## config.mk

```make
export PLATFORM = sky130hd
export DESIGN_NAME = settings_record_validator
export DESIGN_NICKNAME = d
export VERILOG_FILES = /design/src/rtl/srv_pkg.sv /design/src/rtl/srv_front.sv /design/src/rtl/srv_queue.sv /design/src/rtl/srv_back.sv /design/src/rtl/settings_record_validator.sv
export SDC_FILE = /design/constraint.sdc
export NUM_CORES = 1
export LEC_CHECK = 0
export ABC_AREA = 1
export BUFFER_PORTS_ARGS = -buffer_cell sky130_fd_sc_hd__buf_2
export CAP_MARGIN = 15
export CORE_MARGIN = 5
export CORE_UTILIZATION = 45
export DETAILED_ROUTE_END_ITERATION = 12
export PLACE_DENSITY = 0.69
export SETUP_SLACK_MARGIN = 0.05
export SKIP_CTS_REPAIR_TIMING = 1
export SKIP_LAST_GASP = 1
export SYNTH_ARGS = -nofsm -noshare
export SYNTH_HDL_FRONTEND = slang
export SYNTH_HIERARCHICAL = 1
export SYNTH_SLANG_ARGS = --single-unit
export TNS_END_PERCENT = 100
```

## constraint.sdc

```tcl
create_clock -name clock -period 8.05 [get_ports clock]
set_input_delay 0 -clock clock [delete_from_list [all_inputs] [get_ports clock]]
set_output_delay 0 -clock clock [all_outputs]
set_load 0.005 [all_outputs]
```

## src/rtl/srv_pkg.sv

```systemverilog
// Shared types, constants and the CRC byte update for the settings record validator.
package srv_pkg;

   localparam logic [15:0] CURRENT_MAGIC  = 16'h8A6F;
   localparam logic [15:0] RESET_MAGIC    = 16'hA551;
   localparam logic [7:0]  END_MARKER     = 8'hE5;
   localparam logic [15:0] CRC_INIT       = 16'hFFFF;
   localparam logic [15:0] CRC_POLY       = 16'hA001;
   localparam logic [14:0] CURRENT_FORMAT = 15'd1;
   localparam logic [15:0] MIN_LENGTH     = 16'd9;

   typedef enum logic [2:0] {
      ST_OK         = 3'd0,
      ST_BAD_MAGIC  = 3'd1,
      ST_TOO_LONG   = 3'd2,
      ST_FUTURE_FMT = 3'd3,
      ST_FORMAT_0   = 3'd4,
      ST_BAD_MARKER = 3'd5,
      ST_BAD_CRC    = 3'd6,
      ST_TOO_SHORT  = 3'd7
   } status_type;

   // one classified input word as queued between front and back
   typedef struct packed {
      logic [7:0] data;
      logic       first;
      logic [7:0] index;
   } item_type;

   typedef struct packed {
      status_type status;
      logic       format_number;
      logic       alarm_variant;
      logic [7:0] record_length;
   } result_type;

   // reflected CRC-16, one byte, bitwise
   function automatic logic [15:0] crc_byte(input logic [15:0] crc, input logic [7:0] b);
      logic [15:0] c;
      c = crc ^ {8'h00, b};
      for (int k = 0; k < 8; k++) begin
         if (c[0]) c = (c >> 1) ^ CRC_POLY;
         else c = c >> 1;
      end
      return c;
   endfunction

endpackage

```

## src/rtl/srv_front.sv

```systemverilog
// Front end: accepts record bytes and tags each with its position in the record.
module srv_front import srv_pkg::*; (
   input  logic       clock,
   input  logic       reset,
   input  logic       req_tvalid,
   output logic       req_tready,
   input  logic [7:0] req_tdata,
   input  logic       req_tuser,
   input  logic       q_ready,
   output logic       q_valid,
   output item_type   q_item
);

   logic [7:0] index_ff, index_in;
   logic [7:0] cur_index;
   logic       accept;

   assign req_tready = q_ready;
   assign q_valid    = req_tvalid;
   assign accept     = req_tvalid & q_ready;

   assign cur_index = req_tuser ? 8'd0 : index_ff;

   // saturate: a record is judged well before the count could wrap
   assign index_in = (cur_index == 8'hFF) ? cur_index : cur_index + 8'd1;

   assign q_item = '{data: req_tdata, first: req_tuser, index: cur_index};

   always_ff @(posedge clock) begin
      if (reset) begin
         index_ff <= 8'd0;
      end else if (accept) begin
         index_ff <= index_in;
      end
   end

endmodule

```

## src/rtl/srv_queue.sv

```systemverilog
// Two-entry queue between the front and the back.
module srv_queue import srv_pkg::*; (
   input  logic     clock,
   input  logic     reset,
   input  logic     wr_valid,
   output logic     wr_ready,
   input  item_type wr_item,
   output logic     rd_valid,
   input  logic     rd_ready,
   output item_type rd_item
);

   item_type   entry_ff [2];
   logic       wr_ptr_ff, rd_ptr_ff;
   logic [1:0] count_ff, count_in;
   logic       push, pop;

   assign wr_ready = (count_ff != 2'd2);
   assign rd_valid = (count_ff != 2'd0);
   assign rd_item  = entry_ff[rd_ptr_ff];
   assign push     = wr_valid & wr_ready;
   assign pop      = rd_valid & rd_ready;

   always_comb begin
      count_in = count_ff;
      if (push & ~pop) count_in = count_ff + 2'd1;
      else if (pop & ~push) count_in = count_ff - 2'd1;
   end

   always_ff @(posedge clock) begin
      if (reset) begin
         wr_ptr_ff <= 1'b0;
         rd_ptr_ff <= 1'b0;
         count_ff  <= 2'd0;
      end else begin
         if (push) wr_ptr_ff <= ~wr_ptr_ff;
         if (pop) rd_ptr_ff <= ~rd_ptr_ff;
         count_ff <= count_in;
      end
   end

   always_ff @(posedge clock) begin
      if (push) entry_ff[wr_ptr_ff] <= wr_item;
   end

endmodule

```

## src/rtl/srv_back.sv

```systemverilog
// Back end: header parse, CRC, marker and length checks, result register.
module srv_back import srv_pkg::*; #(
   parameter int LEGACY_LENGTH = 64,
   parameter int MAX_LENGTH    = 128
) (
   input  logic        clock,
   input  logic        reset,
   input  logic [15:0] legacy_magic,
   input  logic        q_valid,
   output logic        q_ready,
   input  item_type    q_item,
   output logic        rsp_valid,
   input  logic        rsp_ready,
   output result_type  rsp_result
);

   logic [15:0] crc_ff, crc_in, crc_cur, crc_upd;
   logic [7:0]  hdr_ff, hdr_in, hdr_cur;
   logic [15:0] fmtw_ff, fmtw_in, fmtw_cur;
   logic [7:0]  len_ff, len_in, len_cur;
   logic [7:0]  scl_ff, scl_in, scl_cur;
   logic        judged_ff, judged_in, judged_cur;
   logic        rsp_valid_ff, rsp_valid_in;
   result_type  res_ff, res;
   logic        emit, pop;
   logic [15:0] word;
   logic [7:0]  shown;
   logic        fmt_bit, alarm;

   assign q_ready    = ~rsp_valid_ff | rsp_ready;
   assign pop        = q_valid & q_ready;
   assign rsp_valid  = rsp_valid_ff;
   assign rsp_result = res_ff;

   always_comb begin
      crc_cur    = q_item.first ? CRC_INIT : crc_ff;
      hdr_cur    = q_item.first ? 8'd0 : hdr_ff;
      fmtw_cur   = q_item.first ? 16'd0 : fmtw_ff;
      len_cur    = q_item.first ? 8'd0 : len_ff;
      scl_cur    = q_item.first ? 8'd0 : scl_ff;
      judged_cur = q_item.first ? 1'b0 : judged_ff;

      crc_in    = crc_cur;
      hdr_in    = hdr_cur;
      fmtw_in   = fmtw_cur;
      len_in    = len_cur;
      scl_in    = scl_cur;
      emit      = 1'b0;
      crc_upd   = crc_byte(crc_cur, q_item.data);
      word      = {q_item.data, hdr_cur};
      shown     = (word[15:8] != 8'd0) ? 8'hFF : word[7:0];
      fmt_bit   = (fmtw_cur != 16'd0);
      alarm     = fmtw_cur[15];
      res       = '{status: ST_OK, format_number: fmt_bit, alarm_variant: alarm,
                    record_length: len_cur};

      if (!judged_cur) begin
         if (q_item.index < 8'd2) begin
            crc_in = crc_upd;
            if (q_item.index == 8'd0) begin
               hdr_in = q_item.data;
            end else if (word == legacy_magic) begin
               fmtw_in = 16'd0;
               len_in  = 8'(LEGACY_LENGTH);
            end else if (word == CURRENT_MAGIC) begin
               fmtw_in = 16'd0;
               len_in  = 8'd0;
            end else begin
               emit = 1'b1;
               res  = '{status: ST_BAD_MAGIC, format_number: 1'b0, alarm_variant: 1'b0,
                        record_length: 8'd0};
            end
         end else if (len_cur == 8'd0) begin
            // current-format header words, bytes 2..5
            crc_in = crc_upd;
            res.format_number = 1'b1;
            res.record_length = shown;
            unique case (q_item.index)
               8'd2, 8'd4: hdr_in  = q_item.data;
               8'd3:       fmtw_in = word;
               default: begin
                  emit = 1'b1;
                  priority if (word > 16'(MAX_LENGTH)) res.status = ST_TOO_LONG;
                  else if (fmtw_cur[14:0] > CURRENT_FORMAT) res.status = ST_FUTURE_FMT;
                  else if (fmtw_cur[14:0] == 15'd0) res.status = ST_FORMAT_0;
                  else if (word < MIN_LENGTH) res.status = ST_TOO_SHORT;
                  else begin
                     emit   = 1'b0;
                     len_in = word[7:0];
                  end
               end
            endcase
         end else begin
            if (q_item.index == len_cur - 8'd3 && q_item.data != END_MARKER) begin
               emit = 1'b1;
               res.status = ST_BAD_MARKER;
            end else if (q_item.index < len_cur - 8'd2) begin
               crc_in = crc_upd;
            end else if (q_item.index == len_cur - 8'd2) begin
               scl_in = q_item.data;
            end else begin
               emit = 1'b1;
               res.status = ({q_item.data, scl_cur} == crc_cur) ? ST_OK : ST_BAD_CRC;
            end
         end
      end
      judged_in = judged_cur | emit;
   end

   always_comb begin
      rsp_valid_in = rsp_valid_ff;
      if (pop && emit) rsp_valid_in = 1'b1;
      else if (rsp_ready) rsp_valid_in = 1'b0;
   end

   always_ff @(posedge clock) begin
      if (reset) begin
         crc_ff       <= CRC_INIT;
         hdr_ff       <= 8'd0;
         fmtw_ff      <= 16'd0;
         len_ff       <= 8'd0;
         scl_ff       <= 8'd0;
         judged_ff    <= 1'b1;
         rsp_valid_ff <= 1'b0;
      end else begin
         rsp_valid_ff <= rsp_valid_in;
         if (pop) begin
            crc_ff    <= crc_in;
            hdr_ff    <= hdr_in;
            fmtw_ff   <= fmtw_in;
            len_ff    <= len_in;
            scl_ff    <= scl_in;
            judged_ff <= judged_in;
         end
      end
   end

   always_ff @(posedge clock) begin
      if (pop && emit) res_ff <= res;
   end

endmodule

```

## src/rtl/settings_record_validator.sv

```systemverilog
// Settings record validator: a record streams in one byte a word, tuser marks byte zero.
// The 16-bit start magic selects legacy (fixed length, format 0) or current format
// (format and length words follow); the end marker and a reflected CRC-16 (0xA001,
// init 0xFFFF) over every byte ahead of the CRC are checked, and one status word is
// sent per record. Later bytes are dropped until the next first byte. Throughput is
// one byte per clock while no status word waits: the CRC byte update and compares
// are combinational in the back end. The deciding byte passes a queue entry, then
// the status word is registered. While a status word waits on rsp_tready the two-entry
// queue takes two more bytes, then req_tready drops until the word is taken.
module settings_record_validator import srv_pkg::*; #(
   parameter int LEGACY_LENGTH = 64,
   parameter int MAX_LENGTH    = 128
) (
   input  logic        clock,
   input  logic        reset,
   input  logic        req_tvalid,
   output logic        req_tready,
   input  logic [7:0]  req_tdata,   // [7:0] record_byte
   input  logic        req_tuser,   // [0] first_byte
   output logic        rsp_tvalid,
   input  logic        rsp_tready,
   output logic [15:0] rsp_tdata,   // [2:0] status, [3] format_number,
                                    // [4] alarm_variant, [12:5] record_length
   input  logic        csr_valid,
   output logic        csr_ready,
   input  logic [15:0] csr_data     // legacy_magic
);

   logic [15:0] legacy_magic_ff;
   logic        f_valid, f_ready, b_valid, b_ready;
   item_type    f_item, b_item;
   result_type  result;

   assign csr_ready = 1'b1;

   always_ff @(posedge clock) begin
      if (reset) begin
         legacy_magic_ff <= RESET_MAGIC;
      end else if (csr_valid) begin
         legacy_magic_ff <= csr_data;
      end
   end

   srv_front u_front (
      .clock      (clock),
      .reset      (reset),
      .req_tvalid (req_tvalid),
      .req_tready (req_tready),
      .req_tdata  (req_tdata),
      .req_tuser  (req_tuser),
      .q_ready    (f_ready),
      .q_valid    (f_valid),
      .q_item     (f_item)
   );

   srv_queue u_queue (
      .clock    (clock),
      .reset    (reset),
      .wr_valid (f_valid),
      .wr_ready (f_ready),
      .wr_item  (f_item),
      .rd_valid (b_valid),
      .rd_ready (b_ready),
      .rd_item  (b_item)
   );

   srv_back #(
      .LEGACY_LENGTH (LEGACY_LENGTH),
      .MAX_LENGTH    (MAX_LENGTH)
   ) u_back (
      .clock        (clock),
      .reset        (reset),
      .legacy_magic (legacy_magic_ff),
      .q_valid      (b_valid),
      .q_ready      (b_ready),
      .q_item       (b_item),
      .rsp_valid    (rsp_tvalid),
      .rsp_ready    (rsp_tready),
      .rsp_result   (result)
   );

   assign rsp_tdata = {3'b000, result.record_length, result.alarm_variant,
                       result.format_number, result.status};

endmodule
```

# Word level (Yosys, flattened, before mapping)
# Memory sizes are Yosys's and may differ from the RTL's. A register that Yosys moved wholly into a read port is not among the register bits.
# Index checks and enable logic that the tools add are counted.
[classes]
addsub = 5
n_lt_le_gt_ge = 5
eq_ne = 11
mux = 92
bitwise = 20
n_reduce_logical = 12
[op_table]
columns = ["op", "n"]
rows = [
  ["$mux W16", 22],
  ["$mux W8", 30],
  ["$eq A16 B16 Y1", 2],
  ["$mux W3", 10],
  ["$mux W13", 2],
  ["$not A2 Y3", 8],
  ["$mux W1", 23],
  ["$eq A16 B16 Y1 const B", 1],
  ["$eq A8 B2 Y1 const B", 2],
  ["$eq A8 B8 Y1", 2],
  ["$gt A16 B8 Y1 const B", 1],
  ["$logic_not A8 Y1", 2],
  ["$lt A16 B4 Y1 const B", 1],
  ["$reduce_bool A16 Y1", 1],
  ["$sub A8 B2 Y8 const B", 2],
  ["$xor A16 B8 Y16", 1],
  ["$gt A15 B1 Y1 const B", 1],
  ["$logic_not A15 Y1", 1],
  ["$mux W11", 1],
  ["$mux W10", 1],
  ["$add A8 B1 Y8 const B", 1],
  ["$eq A8 B3 Y1 const B", 1],
  ["$eq A8 B8 Y1 const B", 1],
  ["$lt A8 B2 Y1 const B", 1],
  ["other kinds (15)", 27],
]
[totals]
ff_bits = 99
ramBits = 34
out_inout_bits = 19
elab_cells = 162
n_memories = 1
[memory_table]
columns = ["memory", "words", "word_bits", "read_ports", "rd_ports_with_merged_regs", "write_ports", "line", "rtl"]
rows = [
  ["u_queue.entry_ff", 2, 17, 1, 1, 1, "srv_queue.sv:13", "item_type entry_ff [2];"],
]

# Depth between registers and ports, before layout
[logic_depth]
ltp_word = 23
mapped_depth = 26

# By module
# The synthesis kept the hierarchy.
[modules_own_cells]
columns = ["module", "n_inst", "cells_per_inst", "area_each_um2", "seq_area_each_um2"]
rows = [
  ["srv_back", 1, 1100, 6473.7, 1551.5],
  ["srv_queue", 1, 90, 1520.2, 1121.1],
  ["settings_record_validator", 1, 94, 680.7, 320.3],
  ["srv_front", 1, 95, 659.4, 160.2],
]

# Worst setup path before layout
# Ideal clock, no wire load.
[synth_path]
kind = "register to register"
startpoint = "register (tool-made name)"
endpoint = "register u_back.res_ff (netlist bit u_back/rsp_result[0]), enable pin"
setup_ps = 299
arrival_ps = 2952
required_ps = 7751
setup_slack_ps = 4799
path_stages_with_launch = 22
synth_period_minus_slack_ps = 3251
path_cell_list = "dfxtp_1 -> buf_6 -> buf_12 -> mux2_4 -> inv_2 -> buf_6 -> nand2_4 -> inv_1 -> nor4_1 -> xor2_1 -> ha_1 -> nand2_1 -> nor2_1 -> nand3_1 -> nor2_1 -> inv_1 -> nand2_1 -> nand3_1 -> nand2_1 -> nand2_1 -> nand3_1 -> inv_1"
[synth_lines]
columns = ["item", "line", "rtl"]
rows = [
  ["end signal: assignment", "srv_back.sv:139", "if (pop && emit) res_ff <= res;"],
  ["end: declaration", "srv_back.sv:24", "result_type res_ff, res;"],
]

==> results.md <==
* CP Cell Sequence: mux2_4 > inv_2 > nand2_1 > inv_1 > nor2_2 > nor2_1 > a21oi_1 > ha_1 > nand2_1 > inv_1 > nand3_1 > nand2_1 > nand2_1 > nand2_2 > nand2_1 > nand3_1 > nand2_1 > nand2_1 > nand3_1 > inv_1
* WL/cell at 16.65 um
* Max_slew headroom at 36.94%
* Most common cell on crit path: nand2_1
* CP Buf/Inv Count at 4
* DRC violations left at 0
* Setup CP Type: flop to flop
* Post-synthesis register bit count at 134
* Failing checks: hold timing
* Dpl hpwl at 19470 um
* Clock Pin Slew Worst Setup and Hold Paths at 70 ps
* # setup viols final at 0
* Core area at 20300 um2
* Antenna diodes at 0
* I/O pins at 49
* Via density at 5.439
* Die area at 23720 um2
* Die Span X at 154.0 um
* First-pass GRT wire length at 43330 um
* Register Area at 3153 um2
* Rows at 52
* CTS Buf Count at 17
* Fin crit share at 66.18%
* Area leader, netlist: dfxtp_1
* Clock sink count at 134
* Combined area of the multi-input logic cells at 5106 um2
* Worst Hold Class: primary input to flop
* Layout cells sized above 1 at 11.79%
* Synth top area share at 18.66%
* Routed vias at 9176
* Leak at 4.795 nW
* DRT iter0 DRCs at 1218
* Starting Density at 45.98%
* Async set-reset flop share out of synthesis at 0%
* Antenna violations before repair at 0
* Ys flop type: dfxtp_1
* Vias in the first global route at 8197
* Max Slew Vio Count at 0
* Pre-Repair DR Iteration Count at 6
* Most frequent cells in the layout: nand2_1, inv_1, nor2_1
* Port Buffers at 44
* Most common cell after layout, fill and taps aside: nand2_1
* CP max FO at 38
* Synth Cell Area at 9334 um2
* Hold WS at -5.749 ps
* Fillcell total at 2027
* Remaining antenna violation count at 0
* Mapped Cells at 1379
* Area Overhead vs Synth at 10.44%
* MaxCap Viol Count at 0
* Die height at 154.0 um
* H-tree levels at 4
* Clock buffer depth at 2
* Synth area leaders: dfxtp_1, edfxtp_1, nand2_1
* Routed Wire Length at 28100 um
* CTS tree: yes
* Fmax at 0.1877 GHz
* Seq/Total Area, Yosys at 33.78%
* Clk_skew at 12.67 ps
* EDFF count, synth at 47
* Peak VDD IR at 0.2241 mV
* Worst Setup End Kind: flop
* CP max stage cell: dfxtp_1
* Power per cell area at 405.3 nW/um2
* Status: finished, violations left
* Required @ worst endpoint at 8120 ps
* Synth warn at 6
* Root Buffer: clkbuf_16
* RSZ-0062 raised after global routing: false
* Syn Area/Cell at 6.769 um2
* Final hold vios at 1
* Final net count at 1442
* Gr usage total at 22.81%
* Cell variety after synth at 50
* Crit path max-delay family: simple AND/OR/NAND/NOR gates
* Placer congestion estimate at 0.9923
* Post-route minimum period at 5328 ps
* Worst-Skew Late Latency at 440 ps
* Worst Tran Pin Value at 944.9 ps
* Pin count of the biggest net entering global routing at 45
* Grt total ovfl at 0
* Sum of negative setup slack at 0 ps
* CP peak stage delay at 920 ps
* Crit path DAT at 5390 ps
* Crit start category: flop
[synth_stat cells, drive strengths merged, types with 3 or more instances]
master and instances:
inv 165, o21bai 5, nor3 11, o21ai 116, o211ai 6, a21oi 112
nand4 25, clkbuf 30, edfxtp 47, xor2 18, ha 8, xnor2 22
buf 44, nand3b 3, nor4 6, mux2 17, nand2 373, dfxtp 87
o31ai 3, nor2 158, a31oi 3, nand3 108
[metrics by stage]
step | worst slack [ps] | instances | utilization, % | area, um2 | power (W)
5_1_grt | 2366 | 1687 | 50.78 | 10310 | 0.004477
2_1_floorplan | 4799 | 1381 | - | 9341 | 0.002820
4_1_cts | 2806 | 1662 | 49.55 | 10060 | 0.004121
6_report | 2722 | 1687 | 50.78 | 10310 | 0.004178
3_5_place_dp | 2824 | 1630 | 46.88 | 9515 | 0.003367
3_3_place_gp | 2975 | 1630 | 46.88 | 9515 | 0.003352
[cells by family after synthesis]
kind of cell	count (synthesis)	synth area share [%]
flip-flops	134	33.78
adder cells (fa/ha/maj)	8	1.072
buffers and inverters	240	11.68
multiplexers	17	2.453
AND/OR/NAND/NOR	686	32.86
other	2	0.08046
XOR/XNOR	40	3.753
AO/OA/AOI/OAI	252	14.33
[report_power, final]
| part | leakage, nW | internal, W | switching (W) |
|---|---|---|---|
| registers | 1.16 | 0.000923 | 0.000130 |
| clock network | 0.260 | 0.000401 | 0.000336 |
| logic | 3.37 | 0.000736 | 0.00165 |
| total | 4.79 | 0.00206 | 0.00212 |
[worst paths after layout]
path | from | end | slack (ps) | cells past startpoint
hold reg to reg | u_back/scl_ff[1]$_SDFFE_PP0P_ | u_back/scl_ff[1]$_SDFFE_PP0P_ | 470 | 2
setup / recovery | flop | u_back/rsp_result[0]$_DFFE_PP_ | 2720 | 20
setup reg to reg | flop | u_back/rsp_result[0]$_DFFE_PP_ | 2720 | 20
hold / removal | req_tvalid | u_queue/wr_ptr_ff$_SDFFE_PP0P_ | -6 | 4
[flip-flops by register name (all words and copies together), names as in the netlist, named ones only]
register,count
u_queue/entry_ff,34
legacy_magic_ff,16
u_back/crc_ff,16
u_back/fmtw_ff,16
u_back/rsp_result,13
u_back/hdr_ff,8
u_back/len_ff,8
u_back/scl_ff,8
u_front/index_ff,8
u_queue/count_ff,2
u_back/judged_ff,1
u_back/rsp_valid,1
u_queue/rd_ptr_ff,1
u_queue/wr_ptr_ff,1
[worst min-delay path, cell delays in order]
cell and delay (ps):
buf_2 110, nand2_1 110, o21ai_0 90, nor2_1 90
[per-layer routing]
| layer | track usage (%) | share of wire [%] | vias up |
|---|---|---|---|
| li1 | - | - | 4529 |
| met3 | 5.312 | 8.9 | 93 |
| met1 | 29.76 | 42 | 4114 |
| met2 | 35.73 | 46 | 440 |
| met4 | 10.81 | 3.2 | 0 |
| met5 | 0 | 0 | - |
[cell type report]
| class | instances | share of cell area (%) |
|---|---|---|
| Multi-Input combinational cell | 1007 | 49.53 |
| Timing Repair Buffer | 78 | 5.219 |
| Clock inverter | 14 | 1.105 |
| Clock buffer | 18 | 4.163 |
| Tap cell | 270 | 3.277 |
| Inverter | 166 | 6.117 |
| Sequential cell | 134 | 30.59 |
Note: power is estimated with default switching activity, not from simulation.
